$ cat src/mks_pkg.sv
`timescale 1ns / 1ps

package mks_pkg;

	localparam logic [7:0] CHAR_OPEN  = 8'h3c;
	localparam logic [7:0] CHAR_CLOSE = 8'h3e;
	localparam logic [7:0] CHAR_END   = 8'h00;

	localparam logic [2:0] WORD_GAP_LONG  = 3'd5;
	localparam logic [2:0] WORD_GAP_SHORT = 3'd2;
	localparam logic [2:0] CHAR_GAP       = 3'd2;

	localparam int QUEUE_DEPTH = 4;

	typedef enum logic [1:0] {
		EV_DOT  = 2'd0,
		EV_DASH = 2'd1,
		EV_GAP  = 2'd2
	} event_kind_t;

	typedef enum logic [1:0] {
		ST_IDLE,
		ST_MARK,
		ST_SPACE,
		ST_TAIL
	} back_state_t;

	typedef struct packed {
		logic [3:0] elem_cnt;
		logic [7:0] dash;
		logic [2:0] tail_gaps;
	} cmd_t;

endpackage

$ cat src/mks_front.sv
`timescale 1ns / 1ps

module mks_front (
	input  logic          clk,
	input  logic          arst_n,
	input  logic          push,
	output logic          full,
	input  logic [7:0]    char_byte,
	input  logic [15:0]   element_word,
	input  logic          q_full,
	output logic          cmd_push,
	output mks_pkg::cmd_t cmd
);

	logic [7:0] depth_q;
	logic       after_space_q;
	logic [7:0] depth_d;
	logic       after_space_d;
	logic [3:0] elem_cnt;
	logic [2:0] word_gaps;
	logic       accept;

	assign full   = q_full;
	assign accept = push && !q_full;

	// count leading presence bits
	always_comb begin
		logic run;
		run      = 1'b1;
		elem_cnt = 4'd0;
		for (int i = 0; i < 8; i++) begin
			if (run && element_word[15 - i]) begin
				elem_cnt = elem_cnt + 4'd1;
			end else begin
				run = 1'b0;
			end
		end
	end

	always_comb begin
		depth_d       = depth_q;
		after_space_d = after_space_q;
		word_gaps     = 3'd0;
		if (char_byte == mks_pkg::CHAR_OPEN) begin
			depth_d = depth_q + 8'd1;
		end else if (char_byte == mks_pkg::CHAR_CLOSE) begin
			if (depth_q != 8'd0) begin
				depth_d = depth_q - 8'd1;
			end
		end else if (element_word[15:8] != 8'd0) begin
			after_space_d = 1'b0;
		end else if (depth_q == 8'd0) begin
			word_gaps     = after_space_q ? mks_pkg::WORD_GAP_LONG : mks_pkg::WORD_GAP_SHORT;
			after_space_d = 1'b1;
		end
	end

	always_comb begin
		cmd.elem_cnt  = ((char_byte == mks_pkg::CHAR_OPEN) || (char_byte == mks_pkg::CHAR_CLOSE))
			? 4'd0 : elem_cnt;
		cmd.dash      = element_word[7:0];
		cmd.tail_gaps = word_gaps + ((depth_d == 8'd0) ? mks_pkg::CHAR_GAP : 3'd0);
		cmd_push      = accept && ((cmd.elem_cnt != 4'd0) || (cmd.tail_gaps != 3'd0));
	end

	always_ff @(posedge clk or negedge arst_n) begin
		if (!arst_n) begin
			depth_q       <= 8'd0;
			after_space_q <= 1'b1;
		end else if (accept) begin
			if (char_byte == mks_pkg::CHAR_END) begin
				depth_q       <= 8'd0;
				after_space_q <= 1'b1;
			end else begin
				depth_q       <= depth_d;
				after_space_q <= after_space_d;
			end
		end
	end

endmodule

$ cat src/mks_cmd_queue.sv
`timescale 1ns / 1ps

module mks_cmd_queue #(
	parameter int DEPTH = mks_pkg::QUEUE_DEPTH
) (
	input  logic          clk,
	input  logic          arst_n,
	input  logic          wr_en,
	input  mks_pkg::cmd_t wr_data,
	output logic          full,
	output logic          rd_valid,
	input  logic          rd_en,
	output mks_pkg::cmd_t rd_data
);

	localparam int PTR_W = (DEPTH > 1) ? $clog2(DEPTH) : 1;
	localparam int CNT_W = $clog2(DEPTH + 1);

	mks_pkg::cmd_t    entries_q [DEPTH];
	logic [PTR_W-1:0] wr_ptr_q;
	logic [PTR_W-1:0] rd_ptr_q;
	logic [CNT_W-1:0] count_q;
	logic             do_wr;
	logic             do_rd;

	assign full     = (count_q == CNT_W'(DEPTH));
	assign rd_valid = (count_q != '0);
	assign rd_data  = entries_q[rd_ptr_q];
	assign do_wr    = wr_en && !full;
	assign do_rd    = rd_en && rd_valid;

	always_ff @(posedge clk) begin
		if (do_wr) begin
			entries_q[wr_ptr_q] <= wr_data;
		end
	end

	always_ff @(posedge clk or negedge arst_n) begin
		if (!arst_n) begin
			wr_ptr_q <= '0;
			rd_ptr_q <= '0;
			count_q  <= '0;
		end else begin
			if (do_wr) begin
				wr_ptr_q <= (wr_ptr_q == PTR_W'(DEPTH - 1)) ? '0 : wr_ptr_q + PTR_W'(1);
			end
			if (do_rd) begin
				rd_ptr_q <= (rd_ptr_q == PTR_W'(DEPTH - 1)) ? '0 : rd_ptr_q + PTR_W'(1);
			end
			if (do_wr && !do_rd) begin
				count_q <= count_q + CNT_W'(1);
			end else if (do_rd && !do_wr) begin
				count_q <= count_q - CNT_W'(1);
			end
		end
	end

endmodule

$ cat src/mks_back.sv
`timescale 1ns / 1ps

module mks_back (
	input  logic          clk,
	input  logic          arst_n,
	input  logic          cmd_valid,
	input  mks_pkg::cmd_t cmd,
	output logic          cmd_pop,
	output logic          empty,
	input  logic          pop,
	output logic [1:0]    event_kind,
	output logic          last_event
);

	mks_pkg::back_state_t state_q;
	mks_pkg::back_state_t state_d;
	logic [3:0]           el_q;
	logic [3:0]           el_d;
	logic [7:0]           dash_q;
	logic [7:0]           dash_d;
	logic [2:0]           tail_q;
	logic [2:0]           tail_d;
	logic                 out_valid_q;
	mks_pkg::event_kind_t out_kind_q;
	logic                 out_last_q;
	logic                 adv;
	logic                 emit;
	mks_pkg::event_kind_t emit_kind;
	logic                 emit_last;

	assign adv        = !out_valid_q || pop;
	assign empty      = !out_valid_q;
	assign event_kind = out_kind_q;
	assign last_event = out_last_q;

	always_comb begin
		state_d   = state_q;
		el_d      = el_q;
		dash_d    = dash_q;
		tail_d    = tail_q;
		cmd_pop   = 1'b0;
		emit      = 1'b0;
		emit_kind = mks_pkg::EV_GAP;
		emit_last = 1'b0;
		case (state_q)
			mks_pkg::ST_IDLE: begin
				if (cmd_valid) begin
					cmd_pop = 1'b1;
					el_d    = cmd.elem_cnt;
					dash_d  = cmd.dash;
					tail_d  = cmd.tail_gaps;
					state_d = (cmd.elem_cnt != 4'd0) ? mks_pkg::ST_MARK : mks_pkg::ST_TAIL;
				end
			end
			mks_pkg::ST_MARK: begin
				if (adv) begin
					emit      = 1'b1;
					emit_kind = dash_q[7] ? mks_pkg::EV_DASH : mks_pkg::EV_DOT;
					state_d   = mks_pkg::ST_SPACE;
				end
			end
			mks_pkg::ST_SPACE: begin
				if (adv) begin
					emit      = 1'b1;
					emit_last = (el_q == 4'd1) && (tail_q == 3'd0);
					el_d      = el_q - 4'd1;
					dash_d    = {dash_q[6:0], 1'b0};
					if (el_q != 4'd1) begin
						state_d = mks_pkg::ST_MARK;
					end else if (tail_q != 3'd0) begin
						state_d = mks_pkg::ST_TAIL;
					end else begin
						state_d = mks_pkg::ST_IDLE;
					end
				end
			end
			mks_pkg::ST_TAIL: begin
				if (adv) begin
					emit      = 1'b1;
					emit_last = (tail_q == 3'd1);
					tail_d    = tail_q - 3'd1;
					if (tail_q == 3'd1) begin
						state_d = mks_pkg::ST_IDLE;
					end
				end
			end
			default: begin
				state_d = mks_pkg::ST_IDLE;
			end
		endcase
	end

	always_ff @(posedge clk or negedge arst_n) begin
		if (!arst_n) begin
			state_q     <= mks_pkg::ST_IDLE;
			out_valid_q <= 1'b0;
		end else begin
			state_q <= state_d;
			if (emit) begin
				out_valid_q <= 1'b1;
			end else if (pop) begin
				out_valid_q <= 1'b0;
			end
		end
	end

	always_ff @(posedge clk) begin
		el_q   <= el_d;
		dash_q <= dash_d;
		tail_q <= tail_d;
		if (emit) begin
			out_kind_q <= emit_kind;
			out_last_q <= emit_last;
		end
	end

endmodule

$ cat src/morse_keying_sequencer_top.sv
`timescale 1ns / 1ps
// An accepted item is written to the command queue and loaded by the back sequencer; its first
// event is then registered on the result ports. Events come one per cycle while the result is
//   popped or empty; the back sequencer loads each item's command from the queue only after all
//   events of the item before have been emitted. Items that produce no events never reach it.
// Reset (arst_n low, asynchronous): bracket depth 0, after-space flag set, command queue empty.

module morse_keying_sequencer_top #(
	parameter int QUEUE_DEPTH = mks_pkg::QUEUE_DEPTH
) (
	input  logic        clk,
	input  logic        arst_n,
	input  logic        push,
	output logic        full,
	input  logic [7:0]  char_byte,
	input  logic [15:0] element_word,
	output logic        empty,
	input  logic        pop,
	output logic [1:0]  event_kind,
	output logic        last_event
);

	mks_pkg::cmd_t wr_cmd;
	mks_pkg::cmd_t rd_cmd;
	logic          cmd_push;
	logic          q_full;
	logic          cmd_valid;
	logic          cmd_pop;

	mks_front u_front (
		.clk          (clk),
		.arst_n       (arst_n),
		.push         (push),
		.full         (full),
		.char_byte    (char_byte),
		.element_word (element_word),
		.q_full       (q_full),
		.cmd_push     (cmd_push),
		.cmd          (wr_cmd)
	);

	mks_cmd_queue #(
		.DEPTH (QUEUE_DEPTH)
	) u_queue (
		.clk      (clk),
		.arst_n   (arst_n),
		.wr_en    (cmd_push),
		.wr_data  (wr_cmd),
		.full     (q_full),
		.rd_valid (cmd_valid),
		.rd_en    (cmd_pop),
		.rd_data  (rd_cmd)
	);

	mks_back u_back (
		.clk        (clk),
		.arst_n     (arst_n),
		.cmd_valid  (cmd_valid),
		.cmd        (rd_cmd),
		.cmd_pop    (cmd_pop),
		.empty      (empty),
		.pop        (pop),
		.event_kind (event_kind),
		.last_event (last_event)
	);

endmodule

$ cat config.mk
export PLATFORM = sky130hd
export DESIGN_NAME = morse_keying_sequencer_top
export DESIGN_NICKNAME = d
export VERILOG_FILES = /design/src/mks_pkg.sv /design/src/mks_front.sv /design/src/mks_cmd_queue.sv /design/src/mks_back.sv /design/src/morse_keying_sequencer_top.sv
export SDC_FILE = /design/constraint.sdc
export NUM_CORES = 1
export LEC_CHECK = 0
export BUFFER_PORTS_ARGS = -buffer_cell sky130_fd_sc_hd__buf_4
export CAP_MARGIN = 5
export CORE_MARGIN = 3
export CORE_UTILIZATION = 50
export CTS_BUF_LIST = sky130_fd_sc_hd__clkbuf_2
export CTS_CLUSTER_DIAMETER = 80
export DETAILED_ROUTE_END_ITERATION = 16
export MAX_ROUTING_LAYER = met4
export PLACE_DENSITY_LB_ADDON = 0.3
export SKIP_CTS_REPAIR_TIMING = 1
export SYNTH_ARGS = -nofsm -noshare
export SYNTH_HDL_FRONTEND = slang
export SYNTH_SLANG_ARGS = --single-unit
$ cat constraint.sdc
create_clock -name clk -period 9.6 [get_ports clk]
set_input_delay 0 -clock clk [delete_from_list [all_inputs] [get_ports clk]]
set_output_delay 0 -clock clk [all_outputs]
set_load 0.03 [all_outputs]
==> impl_metrics.json <==
{
  "rows": 36,
  "nNetsFinal": 530,
  "place_hpwl_um": 6770,
  "grt_pass1_vias": 3437,
  "area_delta_synth_final_pct": 12.8,
  "p_comb_frac": 0.367,
  "required_ns": 10.07,
  "fin_crit_ns": 5.21,
  "max_cap_viol_count": 0,
  "intPower_mw": 0.902,
  "drive_above_1_share": 0.178,
  "arrival_ns": 5.68,
  "tightest_slew_ns": 1.18,
  "die_area_um2": 11600,
  "synthArstFlopShare": 0.196,
  "antenna_found_initial": 1,
  "grt_pass1_wl_um": 16400,
  "synth_ff_type": "edfxtp_1",
  "synth_cell_type_count": 58,
  "cp_max_fo": 10,
  "finalHoldViolCount": 0,
  "portBuffers": 32,
  "use_met1": 0.231,
  "switching_share": 0.350,
  "netlist_area_um2": 5180,
  "synth_common_cells": "78 x edfxtp_1, 53 x nand2_1, 26 x nor2_1, 24 x ha_1, 23 x inv_1",
  "multi_input_area_um2": 2180,
  "root_buffer": "clkbuf_2",
  "firstDrtPassIters": 5,
  "insertion_delay_ns": 0.52,
  "ys_seq_area_frac": 0.544,
  "seq_area_um2": 2820,
  "p_seq_frac": 0.482,
  "core_um2": 9910,
  "gp_congestion": 0.857,
  "setup-violations-final": 0,
  "synth_area_leaders": "edfxtp_1 45%, dfrtp_1 8.7%, mux4_2 6.5%, ha_1 5.8%, nand2_1 3.8%",
  "start_util": 0.522,
  "drt_iter0_drc": 183,
  "grt_use_met3": 0.0288,
  "ys_warn_count": 0,
  "drcViolationCount": 0,
  "p_total_mw": 1.39,
  "synth_seq_cells": 97,
  "synth_nets": 485,
  "finalMaxSlewViolations": 0,
  "overflow": 0,
  "die_height_um": 108,
  "vias": 3506,
  "hold_path.class": "in2reg",
  "fin_skew_ns": 0.0246,
  "grt_util_all_layers": 0.183,
  "top_level_ports": 33,
  "p_switching_mw": 0.486,
  "syn_inst": 432,
  "end_kind": "flip-flop",
  "tns_ns": 0,
  "syn_avg_cell_area_um2": 12.0,
  "synth-edff-count": 78,
  "cts_sinks": 97,
  "wl_um": 10100,
  "p_leak_nw": 2.23,
  "rsz0062_at_grt": "false",
  "routed_via_density": 5.69,
  "path_class": "reg2reg",
  "clock_power_share": 0.151,
  "grt_max_degree": 22,
  "drtAntennaViolNets": 0,
  "startpoint_type": "flip-flop",
  "yosys.cell_count.top_type": "edfxtp_1",
  "wl_per_cell_um": 16.4,
  "fillers": 836,
  "vdd_drop_max_mv": 0.133,
  "htree_num_levels": 3,
  "powerDensity_nw_per_um2": 238,
  "yosysTopAreaCellShare": 0.452,
  "cts_made_buffers": 9,
  "grt_util_met2": 0.307,
  "clockBufferDepth": 2,
  "fmax_mhz": 192,
  "yosysTopAreaCell": "edfxtp_1",
  "clk_pin_slew_ns": 0.24,
  "cts_tree": "yes",
  "timing.final.crit_share": 0.543,
  "chipWidth_um": 108,
  "status": "complete, no violations",
  "relSlewSlack": 0.214,
  "grt.busiest_layer": "met2"
}
-- final timing paths --
kind,slack [ns],end,from,cells after the start
setup / recovery,4.39,u_queue.count_q[2],u_front.depth_q[0],19
hold / removal,0.004,u_front.depth_q[7],char_byte[3],6
setup reg to reg,4.39,u_queue.count_q[2],u_front.depth_q[0],19
hold reg to reg,0.53,u_queue.count_q[2],u_queue.count_q[2],1
max in group asynchronous,7.73,u_back.state_q[0],arst_n,4
min in group asynchronous,0.47,u_front.after_space_q,arst_n,3
-- power groups by stage --
| stage | combinational, mW | sequential, mW | clock, mW |
|---|---|---|---|
| 3_5_place_dp | 0.509 | 0.680 | 0 |
| 4_1_cts | 0.510 | 0.670 | 0.215 |
| 2_1_floorplan | 0.415 | 0.640 | 0 |
| 6_report | 0.510 | 0.669 | 0.209 |
| 3_3_place_gp | 0.486 | 0.673 | 0 |
| 5_1_grt | 0.573 | 0.687 | 0.232 |
-- final cells by class --
cell class / count / share of cell area
multi-input cells: 292 / 0.374
flip-flops and latches: 97 / 0.483
repair buffers: 54 / 0.0776
well taps: 133 / 0.0285
inverters: 23 / 0.0148
clock buffers: 9 / 0.00772
diodes: 1 / 0.000429
clock inverters: 7 / 0.0146
-- metrics by stage --
| stage | hold slack, ns | worst slack (ns) | util | instance area, um^2 | std cells |
|---|---|---|---|---|---|
| detailed placement | -0.0943 | 4.04 | 0.557 | 5520 | 580 |
| floorplan | -0.296 | 4.37 | - | 5180 | 432 |
| finish | 0.00431 | 4.39 | 0.589 | 5840 | 616 |
| global route | 0.0277 | 4.03 | 0.589 | 5840 | 616 |
| CTS | -0.729 | 4.40 | 0.570 | 5650 | 596 |
| global placement | -0.102 | 4.32 | 0.557 | 5520 | 580 |
-- state kept, by name (all words and copies together), names as in the netlist --
register and count:
u_back.last_event 1, u_back.state_q 2, u_back.dash_q 8, u_queue.wr_ptr_q 2
u_queue.count_q 3, u_back.el_q 4, u_back.out_valid_q 1, u_front.depth_q 8
u_back.tail_q 3, u_queue.entries_q 60, u_back.event_kind 2, u_front.after_space_q 1
u_queue.rd_ptr_q 2
-- worst max-delay path, stage by stage (launching register included) --
cell      delay, ns
dfrtp_1        0.54
inv_1          0.12
ha_1           0.19
or4b_4         0.51
nor4_1         0.52
nor3_1         0.11
o21bai_1       0.20
o31a_1         0.25
or3_1          0.36
nor4_1         0.24
ha_1           0.29
nor2_1         0.07
nor4b_2        0.17
a41oi_4        0.35
ha_1           0.25
inv_1          0.07
fa_1           0.43
xor2_1         0.17
nor2_1         0.12
xor2_1         0.17
-- layer usage --
layer | share of wire | vias to the layer above
met5 | 0 | -
met4 | 0.013 | 0
met3 | 0.032 | 8
met2 | 0.50 | 70
met1 | 0.45 | 1716
li1 | - | 1712
-- kinds of logic (layout without fill, tap and decap cells) --
kind of cell	after synthesis	count (layout)	synth area share
DFF	97	97	0.544
and+or+nand+nor	152	152	0.151
muxes	25	25	0.0884
buffers and inverters	43	93	0.0343
AOI/OAI and AO/OA	79	79	0.101
xor gates and xnor gates	11	11	0.0186
other	0	1	0
adders and majority gates	25	25	0.0619
-- placed cells by master, fill, tap and decap left out, types with 4 or more instances in the layout --
cell / count
dlygate4sd3_1: 19
ha_1: 24
a21oi_1: 19
nand3_1: 10
nor4_1: 6
clkbuf_2: 9
or3_1: 6
dfrtp_1: 18
and3_1: 4
a211oi_1: 4
a21o_1: 4
a31oi_1: 4
o21ai_0: 22
edfxtp_1: 78
xnor2_1: 7
mux4_2: 15
nor3_1: 16
buf_4: 35
inv_1: 23
nand2_1: 53
xor2_1: 4
nor2_1: 26
nand2b_1: 4
and2_2: 4
mux2_2: 8
Power figures use the tool's default switching activity.
